**config.mk**
```make
export PLATFORM = sky130hd
export DESIGN_NAME = masked_layer_compositor_flat
export DESIGN_NICKNAME = d
export VERILOG_FILES = /design/src/mlc_pkg.sv /design/src/mlc_layer_if.sv /design/src/mlc_pixel_if.sv /design/src/mlc_front.sv /design/src/mlc_queue.sv /design/src/mlc_back.sv /design/src/masked_layer_compositor.sv /design/src/flat_wrapper.sv
export VERILOG_INCLUDE_DIRS = /design/src /design/src/src
export SDC_FILE = /design/constraint.sdc
export NUM_CORES = 2
export LEC_CHECK = 0
export BUFFER_PORTS_ARGS = -buffer_cell sky130_fd_sc_hd__buf_2
export CORE_UTILIZATION = 60
export CTS_CLUSTER_DIAMETER = 30
export DETAILED_ROUTE_END_ITERATION = 10
export MAX_ROUTING_LAYER = met4
export PLACE_DENSITY = 0.88
export SETUP_SLACK_MARGIN = 0.2
export SKIP_LAST_GASP = 1
export SYNTH_ARGS = -nofsm -noshare
export SYNTH_HDL_FRONTEND = slang
export SYNTH_HIERARCHICAL = 1
export SYNTH_SLANG_ARGS = --single-unit
export TNS_END_PERCENT = 100
```
**constraint.sdc**
```tcl
create_clock -name i_clk -period 9.4 [get_ports i_clk]
set_clock_uncertainty 0.15 [all_clocks]
set_input_delay 0.47 -clock i_clk [delete_from_list [all_inputs] [get_ports i_clk]]
set_output_delay 0.47 -clock i_clk [all_outputs]
set_load 0.01 [all_outputs]
```
**src/masked_layer_compositor_assert.svh**
```systemverilog
// Assertion macros for the masked layer compositor.
`ifndef MASKED_LAYER_COMPOSITOR_ASSERT_SVH
`define MASKED_LAYER_COMPOSITOR_ASSERT_SVH

// Same-cycle implication, disabled in reset.
`define MLC_ASSERT_IMP(label, clk, rst_n, ante, cons) \
    label: assert property (@(posedge clk) disable iff (!(rst_n)) (ante) |-> (cons)) \
        else $error("mlc assertion failed");

// Next-cycle implication, disabled in reset.
`define MLC_ASSERT_NXT(label, clk, rst_n, ante, cons) \
    label: assert property (@(posedge clk) disable iff (!(rst_n)) (ante) |=> (cons)) \
        else $error("mlc assertion failed");

`endif

```
**src/mlc_pkg.sv**
```systemverilog
`timescale 1ns / 1ps
// Shared types and constants of the masked layer compositor.
package mlc_pkg;

    localparam int CHAN_W            = 8;
    localparam int NUM_CHAN          = 4;
    localparam int MASK_W            = 4;
    localparam int OPACITY_W         = 9;
    localparam int OPACITY_FRAC_BITS = 8;

    // saturated opacity, 0..one
    localparam int OPA_Q_W   = OPACITY_FRAC_BITS + 1;
    localparam int OPA_CMP_W = (OPA_Q_W > OPACITY_W) ? OPA_Q_W : OPACITY_W;
    localparam logic [OPA_CMP_W-1:0] OPA_ONE_CMP = OPA_CMP_W'(1) << OPACITY_FRAC_BITS;
    localparam logic [OPA_Q_W-1:0]   OPA_ONE     = OPA_Q_W'(1) << OPACITY_FRAC_BITS;

    // lerp accumulator: cur*(one-a) + v*a + one/2
    localparam int LERP_W = CHAN_W + OPACITY_FRAC_BITS + 2;

    localparam logic [MASK_W-1:0] NONE_RESOLVED = '0;
    localparam logic [CHAN_W-1:0] ALPHA_RESET   = 8'd255;

    // queue depth, power of two
    localparam int QUEUE_DEPTH = 2;
    localparam int QPTR_W      = (QUEUE_DEPTH > 1) ? $clog2(QUEUE_DEPTH) : 1;
    localparam int QCNT_W      = $clog2(QUEUE_DEPTH + 1);

    typedef logic [NUM_CHAN-1:0][CHAN_W-1:0] t_chan_vec;

    localparam t_chan_vec RUNNING_RESET = {ALPHA_RESET, CHAN_W'(0), CHAN_W'(0), CHAN_W'(0)};

    // classified layer beat; mask already cleared for skipped layers
    typedef struct packed {
        t_chan_vec          chan;
        logic [MASK_W-1:0]  mask;
        logic [OPA_Q_W-1:0] opa;
        logic               last;
    } t_q_item;

    typedef struct packed {
        logic [QCNT_W-1:0] count;
        logic              full;
        logic              empty;
    } t_q_status;

    typedef struct packed {
        logic [MASK_W-1:0] resolved;
        logic              pop;
        logic              pop_last;
    } t_back_status;

endpackage

```
**src/mlc_layer_if.sv**
```systemverilog
`timescale 1ns / 1ps
// Layer sample channel: valid/ready plus one layer's beat.
interface mlc_layer_if
    import mlc_pkg::*;
();
    logic                 valid;
    logic                 ready;
    logic [CHAN_W-1:0]    layer_red;
    logic [CHAN_W-1:0]    layer_green;
    logic [CHAN_W-1:0]    layer_blue;
    logic [CHAN_W-1:0]    layer_alpha;
    logic [MASK_W-1:0]    written_mask;
    logic                 layer_visible;
    logic [OPACITY_W-1:0] layer_opacity;
    logic                 last_layer;

    modport source (
        output valid, layer_red, layer_green, layer_blue, layer_alpha,
               written_mask, layer_visible, layer_opacity, last_layer,
        input  ready
    );
    modport sink (
        input  valid, layer_red, layer_green, layer_blue, layer_alpha,
               written_mask, layer_visible, layer_opacity, last_layer,
        output ready
    );
endinterface

```
**src/mlc_pixel_if.sv**
```systemverilog
`timescale 1ns / 1ps
// Pixel result channel: valid/ready plus the composited RGBA beat.
interface mlc_pixel_if
    import mlc_pkg::*;
();
    logic              valid;
    logic              ready;
    logic [CHAN_W-1:0] pixel_red;
    logic [CHAN_W-1:0] pixel_green;
    logic [CHAN_W-1:0] pixel_blue;
    logic [CHAN_W-1:0] pixel_alpha;

    modport source (
        output valid, pixel_red, pixel_green, pixel_blue, pixel_alpha,
        input  ready
    );
    modport sink (
        input  valid, pixel_red, pixel_green, pixel_blue, pixel_alpha,
        output ready
    );
endinterface

```
**src/mlc_front.sv**
```systemverilog
`timescale 1ns / 1ps
// Front end: takes layer beats, saturates opacity and drops skipped layers' masks.
module mlc_front
    import mlc_pkg::*;
(
    mlc_layer_if.sink i_layer,
    input  logic      i_q_full,
    output logic      o_push,
    output t_q_item   o_item
);
    logic [OPA_CMP_W-1:0] opa_ext;
    logic [OPA_CMP_W-1:0] opa_sat;
    logic                 active;

    assign opa_ext = OPA_CMP_W'(i_layer.layer_opacity);
    assign opa_sat = (opa_ext > OPA_ONE_CMP) ? OPA_ONE_CMP : opa_ext;
    assign active  = i_layer.layer_visible && (opa_sat != '0);

    assign i_layer.ready = !i_q_full;
    assign o_push        = i_layer.valid && !i_q_full;

    always_comb begin
        o_item.chan = {i_layer.layer_alpha, i_layer.layer_blue,
                       i_layer.layer_green, i_layer.layer_red};
        o_item.mask = active ? i_layer.written_mask : NONE_RESOLVED;
        o_item.opa  = opa_sat[OPA_Q_W-1:0];
        o_item.last = i_layer.last_layer;
    end
endmodule

```
**src/mlc_queue.sv**
```systemverilog
`timescale 1ns / 1ps
// Short FIFO of classified beats between front and back.
module mlc_queue
    import mlc_pkg::*;
(
    input  logic      i_clk,
    input  logic      i_rst_n,
    input  logic      i_push,
    input  t_q_item   i_item,
    input  logic      i_pop,
    output t_q_item   o_item,
    output t_q_status o_status
);
    t_q_item           r_mem [QUEUE_DEPTH];
    logic [QPTR_W-1:0] r_wr_ptr;
    logic [QPTR_W-1:0] r_rd_ptr;
    logic [QCNT_W-1:0] r_count;
    logic [QCNT_W-1:0] n_count;

    always_comb begin
        n_count = r_count;
        case ({i_push, i_pop})
            2'b10:   n_count = r_count + QCNT_W'(1);
            2'b01:   n_count = r_count - QCNT_W'(1);
            default: n_count = r_count;
        endcase
    end

    always_ff @(posedge i_clk) begin
        if (!i_rst_n) begin
            r_wr_ptr <= '0;
            r_rd_ptr <= '0;
            r_count  <= '0;
        end else begin
            if (i_push) begin
                r_wr_ptr <= r_wr_ptr + QPTR_W'(1);
            end
            if (i_pop) begin
                r_rd_ptr <= r_rd_ptr + QPTR_W'(1);
            end
            r_count <= n_count;
        end
    end

    always_ff @(posedge i_clk) begin
        if (i_push) begin
            r_mem[r_wr_ptr] <= i_item;
        end
    end

    assign o_item         = r_mem[r_rd_ptr];
    assign o_status.count = r_count;
    assign o_status.full  = (r_count == QCNT_W'(QUEUE_DEPTH));
    assign o_status.empty = (r_count == '0);
endmodule

```
**src/mlc_back.sv**
```systemverilog
`timescale 1ns / 1ps
// Back end: per-channel lerp into the running pixel and the output register.
module mlc_back
    import mlc_pkg::*;
(
    input  logic         i_clk,
    input  logic         i_rst_n,
    input  t_q_item      i_item,
    input  t_q_status    i_q_status,
    output logic         o_pop,
    output t_back_status o_status,
    mlc_pixel_if.source  o_pixel
);
    localparam logic [LERP_W-1:0] LERP_HALF = LERP_W'(1) << (OPACITY_FRAC_BITS - 1);

    logic [MASK_W-1:0] r_resolved;
    logic [MASK_W-1:0] n_resolved;
    t_chan_vec         r_running;
    t_chan_vec         n_running;
    t_chan_vec         lerp_val;
    t_chan_vec         r_out;
    logic              r_out_valid;
    logic              n_out_valid;
    logic [MASK_W-1:0] consider;
    logic              out_free;

    function automatic logic [CHAN_W-1:0] lerp(
        input logic [CHAN_W-1:0]  cur,
        input logic [CHAN_W-1:0]  v,
        input logic [OPA_Q_W-1:0] a
    );
        logic [LERP_W-1:0] sum;
        sum = LERP_W'(cur) * LERP_W'(OPA_ONE - a) + LERP_W'(v) * LERP_W'(a) + LERP_HALF;
        return sum[OPACITY_FRAC_BITS +: CHAN_W];
    endfunction

    assign consider = i_item.mask & ~r_resolved;
    assign out_free = !r_out_valid || o_pixel.ready;
    assign o_pop    = !i_q_status.empty && (!i_item.last || out_free);

    always_comb begin
        for (int c = 0; c < NUM_CHAN; c++) begin
            lerp_val[c] = consider[c] ? lerp(r_running[c], i_item.chan[c], i_item.opa)
                                      : r_running[c];
        end
    end

    always_comb begin
        n_running   = r_running;
        n_resolved  = r_resolved;
        n_out_valid = r_out_valid && !o_pixel.ready;
        if (o_pop) begin
            if (i_item.last) begin
                n_running   = RUNNING_RESET;
                n_resolved  = NONE_RESOLVED;
                n_out_valid = 1'b1;
            end else begin
                n_running  = lerp_val;
                n_resolved = r_resolved | consider;
            end
        end
    end

    always_ff @(posedge i_clk) begin
        if (!i_rst_n) begin
            r_running   <= RUNNING_RESET;
            r_resolved  <= NONE_RESOLVED;
            r_out_valid <= 1'b0;
        end else begin
            r_running   <= n_running;
            r_resolved  <= n_resolved;
            r_out_valid <= n_out_valid;
        end
    end

    always_ff @(posedge i_clk) begin
        if (o_pop && i_item.last) begin
            r_out <= lerp_val;
        end
    end

    assign o_pixel.valid       = r_out_valid;
    assign o_pixel.pixel_red   = r_out[0];
    assign o_pixel.pixel_green = r_out[1];
    assign o_pixel.pixel_blue  = r_out[2];
    assign o_pixel.pixel_alpha = r_out[3];

    assign o_status.resolved = r_resolved;
    assign o_status.pop      = o_pop;
    assign o_status.pop_last = o_pop && i_item.last;
endmodule

```
**src/masked_layer_compositor.sv**
```systemverilog
// Masked layer compositor top level: front classifier, beat queue, lerp back end.
// A last-layer beat reaches o_pixel through the queue and then the output register.
// Throughput: 1 layer beat per cycle while no last-layer beat waits; the lerp is combinational.
// A pixel beat waiting on o_pixel stalls only the pop of a last-layer beat; beats behind it wait too.
// Reset (i_rst_n low, synchronous): queue emptied, running pixel black with alpha 255,
// no channel resolved, no pixel pending.
`timescale 1ns / 1ps
`include "masked_layer_compositor_assert.svh"
module masked_layer_compositor
    import mlc_pkg::*;
(
    input  logic        i_clk,
    input  logic        i_rst_n,
    mlc_layer_if.sink   i_layer,
    mlc_pixel_if.source o_pixel
);
    logic         push;
    t_q_item      front_item;
    t_q_item      q_item;
    t_q_status    q_status;
    logic         pop;
    t_back_status back_status;

    mlc_front u_front (
        .i_layer  (i_layer),
        .i_q_full (q_status.full),
        .o_push   (push),
        .o_item   (front_item)
    );

    mlc_queue u_queue (
        .i_clk    (i_clk),
        .i_rst_n  (i_rst_n),
        .i_push   (push),
        .i_item   (front_item),
        .i_pop    (pop),
        .o_item   (q_item),
        .o_status (q_status)
    );

    mlc_back u_back (
        .i_clk      (i_clk),
        .i_rst_n    (i_rst_n),
        .i_item     (q_item),
        .i_q_status (q_status),
        .o_pop      (pop),
        .o_status   (back_status),
        .o_pixel    (o_pixel)
    );

    `MLC_ASSERT_IMP(a_push_not_full, i_clk, i_rst_n, push, !q_status.full)
    `MLC_ASSERT_IMP(a_pop_not_empty, i_clk, i_rst_n, back_status.pop, !q_status.empty)
    `MLC_ASSERT_IMP(a_last_has_slot, i_clk, i_rst_n, back_status.pop_last,
                    !o_pixel.valid || o_pixel.ready)
    `MLC_ASSERT_NXT(a_last_clears, i_clk, i_rst_n, back_status.pop_last,
                    back_status.resolved == NONE_RESOLVED && o_pixel.valid)
endmodule

```
**src/flat_wrapper.sv**
```systemverilog
// flat-port wrapper written by rule: the top's interface ports become plain ports
module masked_layer_compositor_flat import mlc_pkg::*;
  (i_clk, i_rst_n, i_layer_valid, i_layer_layer_red, i_layer_layer_green, i_layer_layer_blue, i_layer_layer_alpha, i_layer_written_mask, i_layer_layer_visible, i_layer_layer_opacity, i_layer_last_layer, i_layer_ready, o_pixel_valid, o_pixel_pixel_red, o_pixel_pixel_green, o_pixel_pixel_blue, o_pixel_pixel_alpha, o_pixel_ready);
  mlc_layer_if i_layer_i ();
  mlc_pixel_if o_pixel_i ();
  input  logic i_clk;
  input  logic i_rst_n;
  input wire logic [$bits(i_layer_i.valid)-1:0] i_layer_valid;
  input wire logic [$bits(i_layer_i.layer_red)-1:0] i_layer_layer_red;
  input wire logic [$bits(i_layer_i.layer_green)-1:0] i_layer_layer_green;
  input wire logic [$bits(i_layer_i.layer_blue)-1:0] i_layer_layer_blue;
  input wire logic [$bits(i_layer_i.layer_alpha)-1:0] i_layer_layer_alpha;
  input wire logic [$bits(i_layer_i.written_mask)-1:0] i_layer_written_mask;
  input wire logic [$bits(i_layer_i.layer_visible)-1:0] i_layer_layer_visible;
  input wire logic [$bits(i_layer_i.layer_opacity)-1:0] i_layer_layer_opacity;
  input wire logic [$bits(i_layer_i.last_layer)-1:0] i_layer_last_layer;
  output wire logic [$bits(i_layer_i.ready)-1:0] i_layer_ready;
  output wire logic [$bits(o_pixel_i.valid)-1:0] o_pixel_valid;
  output wire logic [$bits(o_pixel_i.pixel_red)-1:0] o_pixel_pixel_red;
  output wire logic [$bits(o_pixel_i.pixel_green)-1:0] o_pixel_pixel_green;
  output wire logic [$bits(o_pixel_i.pixel_blue)-1:0] o_pixel_pixel_blue;
  output wire logic [$bits(o_pixel_i.pixel_alpha)-1:0] o_pixel_pixel_alpha;
  input wire logic [$bits(o_pixel_i.ready)-1:0] o_pixel_ready;
  assign i_layer_i.valid = i_layer_valid;
  assign i_layer_i.layer_red = i_layer_layer_red;
  assign i_layer_i.layer_green = i_layer_layer_green;
  assign i_layer_i.layer_blue = i_layer_layer_blue;
  assign i_layer_i.layer_alpha = i_layer_layer_alpha;
  assign i_layer_i.written_mask = i_layer_written_mask;
  assign i_layer_i.layer_visible = i_layer_layer_visible;
  assign i_layer_i.layer_opacity = i_layer_layer_opacity;
  assign i_layer_i.last_layer = i_layer_last_layer;
  assign i_layer_ready = i_layer_i.ready;
  assign o_pixel_valid = o_pixel_i.valid;
  assign o_pixel_pixel_red = o_pixel_i.pixel_red;
  assign o_pixel_pixel_green = o_pixel_i.pixel_green;
  assign o_pixel_pixel_blue = o_pixel_i.pixel_blue;
  assign o_pixel_pixel_alpha = o_pixel_i.pixel_alpha;
  assign o_pixel_i.ready = o_pixel_ready;
  masked_layer_compositor u_core (.i_clk(i_clk), .i_rst_n(i_rst_n), .i_layer(i_layer_i), .o_pixel(o_pixel_i));
endmodule
```
==> metrics.md <==
| Metric | Value |
|---|---|
| Unrepaired setup endpoints after global routing | `no` |
| Global-route wire length before repair | `105 mm` |
| Post-Syn Area | `27200 sq um` |
| CTS Buffer Depth | `2` |
| Die W | `between 200 and 250 microns` |
| Synth Net Count | `3602` |
| CTS HTree Levels | `4` |
| WL met2 | `around 32 mm` |
| Worst setup SP type | `flop` |
| Clk slew on worst S/H paths | `70 ps` |
| Placed cells | `3371` |
| Critical path arrival | `approximately 8600 ps` |
| TritonCTS buffer count | `17` |
| Die area | `~46000 sq um` |
| Hold Violations, Final | `0` |
| Via density per instance | `5.52` |
| Critical Path End Type | `flop` |
| WL/cell | `around 19 microns` |
| Hold Crit Class | `in2reg` |
| Die height | `215 microns` |
| Yosys warnings | `6` |
| Gp weighted congestion | `0.941` |
| Post-route insts no fill | `3403` |
| Initial Utilization | `between 60% and 70%` |
| CTS tree | `yes` |
| Initial antenna violation count | `0` |
| Cts hold-fix bufs | `0` |
| DRT met1 WL | `23.8 mm` |
| Initial DRC count | `around 1.3k` |
| Placement Setup Slack | `around 930 ps` |
| Clock period minus worst slack | `around 8600 ps` |
| Layout cell share with drive strength beyond 1 | `roughly 7.6%` |
| Core Util, Final | `between 60 and 70%` |
| DR WL met3 | `4.56 mm` |
| Setup bufs post-CTS | `0` |
| Final setup viols | `0` |
| Total GRT Usage | `30.0%` |
| FF-to-FF setup slack | `810 ps` |
| Final #Nets | `3577` |
| Final antenna-violating net count | `0` |
| Largest net degree at the start of global routing | `between 60 and 70` |
| CTS root buffer | `clkbuf_16` |
| Setup Crit Path Kind | `reg2reg` |
| I/O pin cnt | `85` |
| Drt first pass iters | `7` |
| Clock latency on the worst-skew pair | `between 400 and 500 ps` |
| ANT cells | `0` |
| Max-cap violation count | `0` |
| DR vias | `18.8k` |
| Remaining DRCs | `0` |
| Sink Count | `around 170` |
| DP HPWL | `48.8 mm` |
| Final WS setup | `813 ps` |
| Crit Path Max Fanout | `36` |
| WP data required | `9440 ps` |
| # rows | `77` |
| Total grt overflow | `0` |
| Highest metal used | `met4` |
| Max Freq | `roughly 0.12 GHz` |
| Worst-Margin Slew | `1170 ps` |
| Syn Area/Cell | `between 9 and 10 sq um` |
| IO Port Bufs | `84` |
| Vias in the first global route | `about 21k` |
| Area Growth Syn to Fin | `4.75%` |
| Gate Count Post-Synth | `2823` |
| Setup_tns | `0 ps` |
| Core Region | `44500 sq um` |
| Final wirelength | `63.2 mm` |
| Status | `finished clean` |
| Final period utilization | `91.3%` |
| Post-CTS resize count | `0` |
| Fin. max-slew vios | `0` |
| Slew HR | `21.8%` |
-- critical path, stage by stage, from the launching register on --
cell and delay [ps]:
dfxtp_2 730, mux2_2 700, nor3_1 490, nand2_1 160
xor2_2 660, buf_4 390, and2_1 210, fa_1 400
inv_1 90, fa_1 390, inv_1 90, fa_1 450
fa_1 510, fa_1 500, inv_1 50, fa_1 480
inv_1 50, ha_1 260, o21ai_0 230, nand2b_1 150
a31o_2 240, or2_2 330, o21ai_0 290, xnor2_1 180
o21ai_0 120
-- path summary, 6_finish.rpt --
check,end,start,cells past startpoint
max,u_core/u_back/o_pixel.pixel_blue[7]$_DFFE_PP_,flop,24
min,u_core/u_queue/r_mem[1][42]$_DFFE_PP_,i_layer_layer_alpha[4],1
max reg2reg,u_core/u_back/o_pixel.pixel_blue[7]$_DFFE_PP_,flop,24
min reg2reg,u_core/u_back/r_resolved[1]$_SDFFE_PN0P_,u_core/u_back/r_resolved[1]$_SDFFE_PN0P_,2
-- flip-flops by register name (all words and copies together) (netlist names), named ones only --
name	count
u_core/u_queue/r_mem	92
u_core/u_back/r_running	32
u_core/u_back/o_pixel.pixel_alpha	8
u_core/u_back/o_pixel.pixel_blue	8
u_core/u_back/o_pixel.pixel_green	8
u_core/u_back/o_pixel.pixel_red	8
u_core/u_back/r_resolved	4
u_core/u_queue/r_count	2
u_core/u_back/o_pixel.valid	1
u_core/u_queue/r_rd_ptr	1
u_core/u_queue/r_wr_ptr	1
-- per-stage QoR --
step,hold WS [ps],instance area (sq um)
final,29.6,28500
after global routing,24.6,28500
after CTS,17.7,28500
after detailed placement,310,27900
after global placement,289,27900
after floorplan,278,27200
-- area by class of cell --
class	instances	area (sq um)
repair buffers	111	636
well taps	592	741
clock inverters	12	144
flip-flops and latches	166	4570
multi-input cells	1805	19300
inverters	697	2620
clock buffers	20	447
fillers	3282	16000
-- per-layer routing --
layer,GRT usage [%],vias to the layer above
li1,-,8269
met1,35.7,9497
met2,49.8,812
met3,4.42,208
met4,15.4,0
met5,-,-
-- placed cells by master (no fill, tap or decap), drive strengths merged, types with 30 or more instances in the layout --
master and count:
fa 484, nand2 259, ha 244, a21oi 30, edfxtp 124, dfxtp 42, and2 423, buf 111
mux2 46, xnor2 76, o21ai 71, inv 701
Power is left out: the tool's default activity adds up to more than one toggle a clock period on the data nets, which glitch-free logic cannot reach.
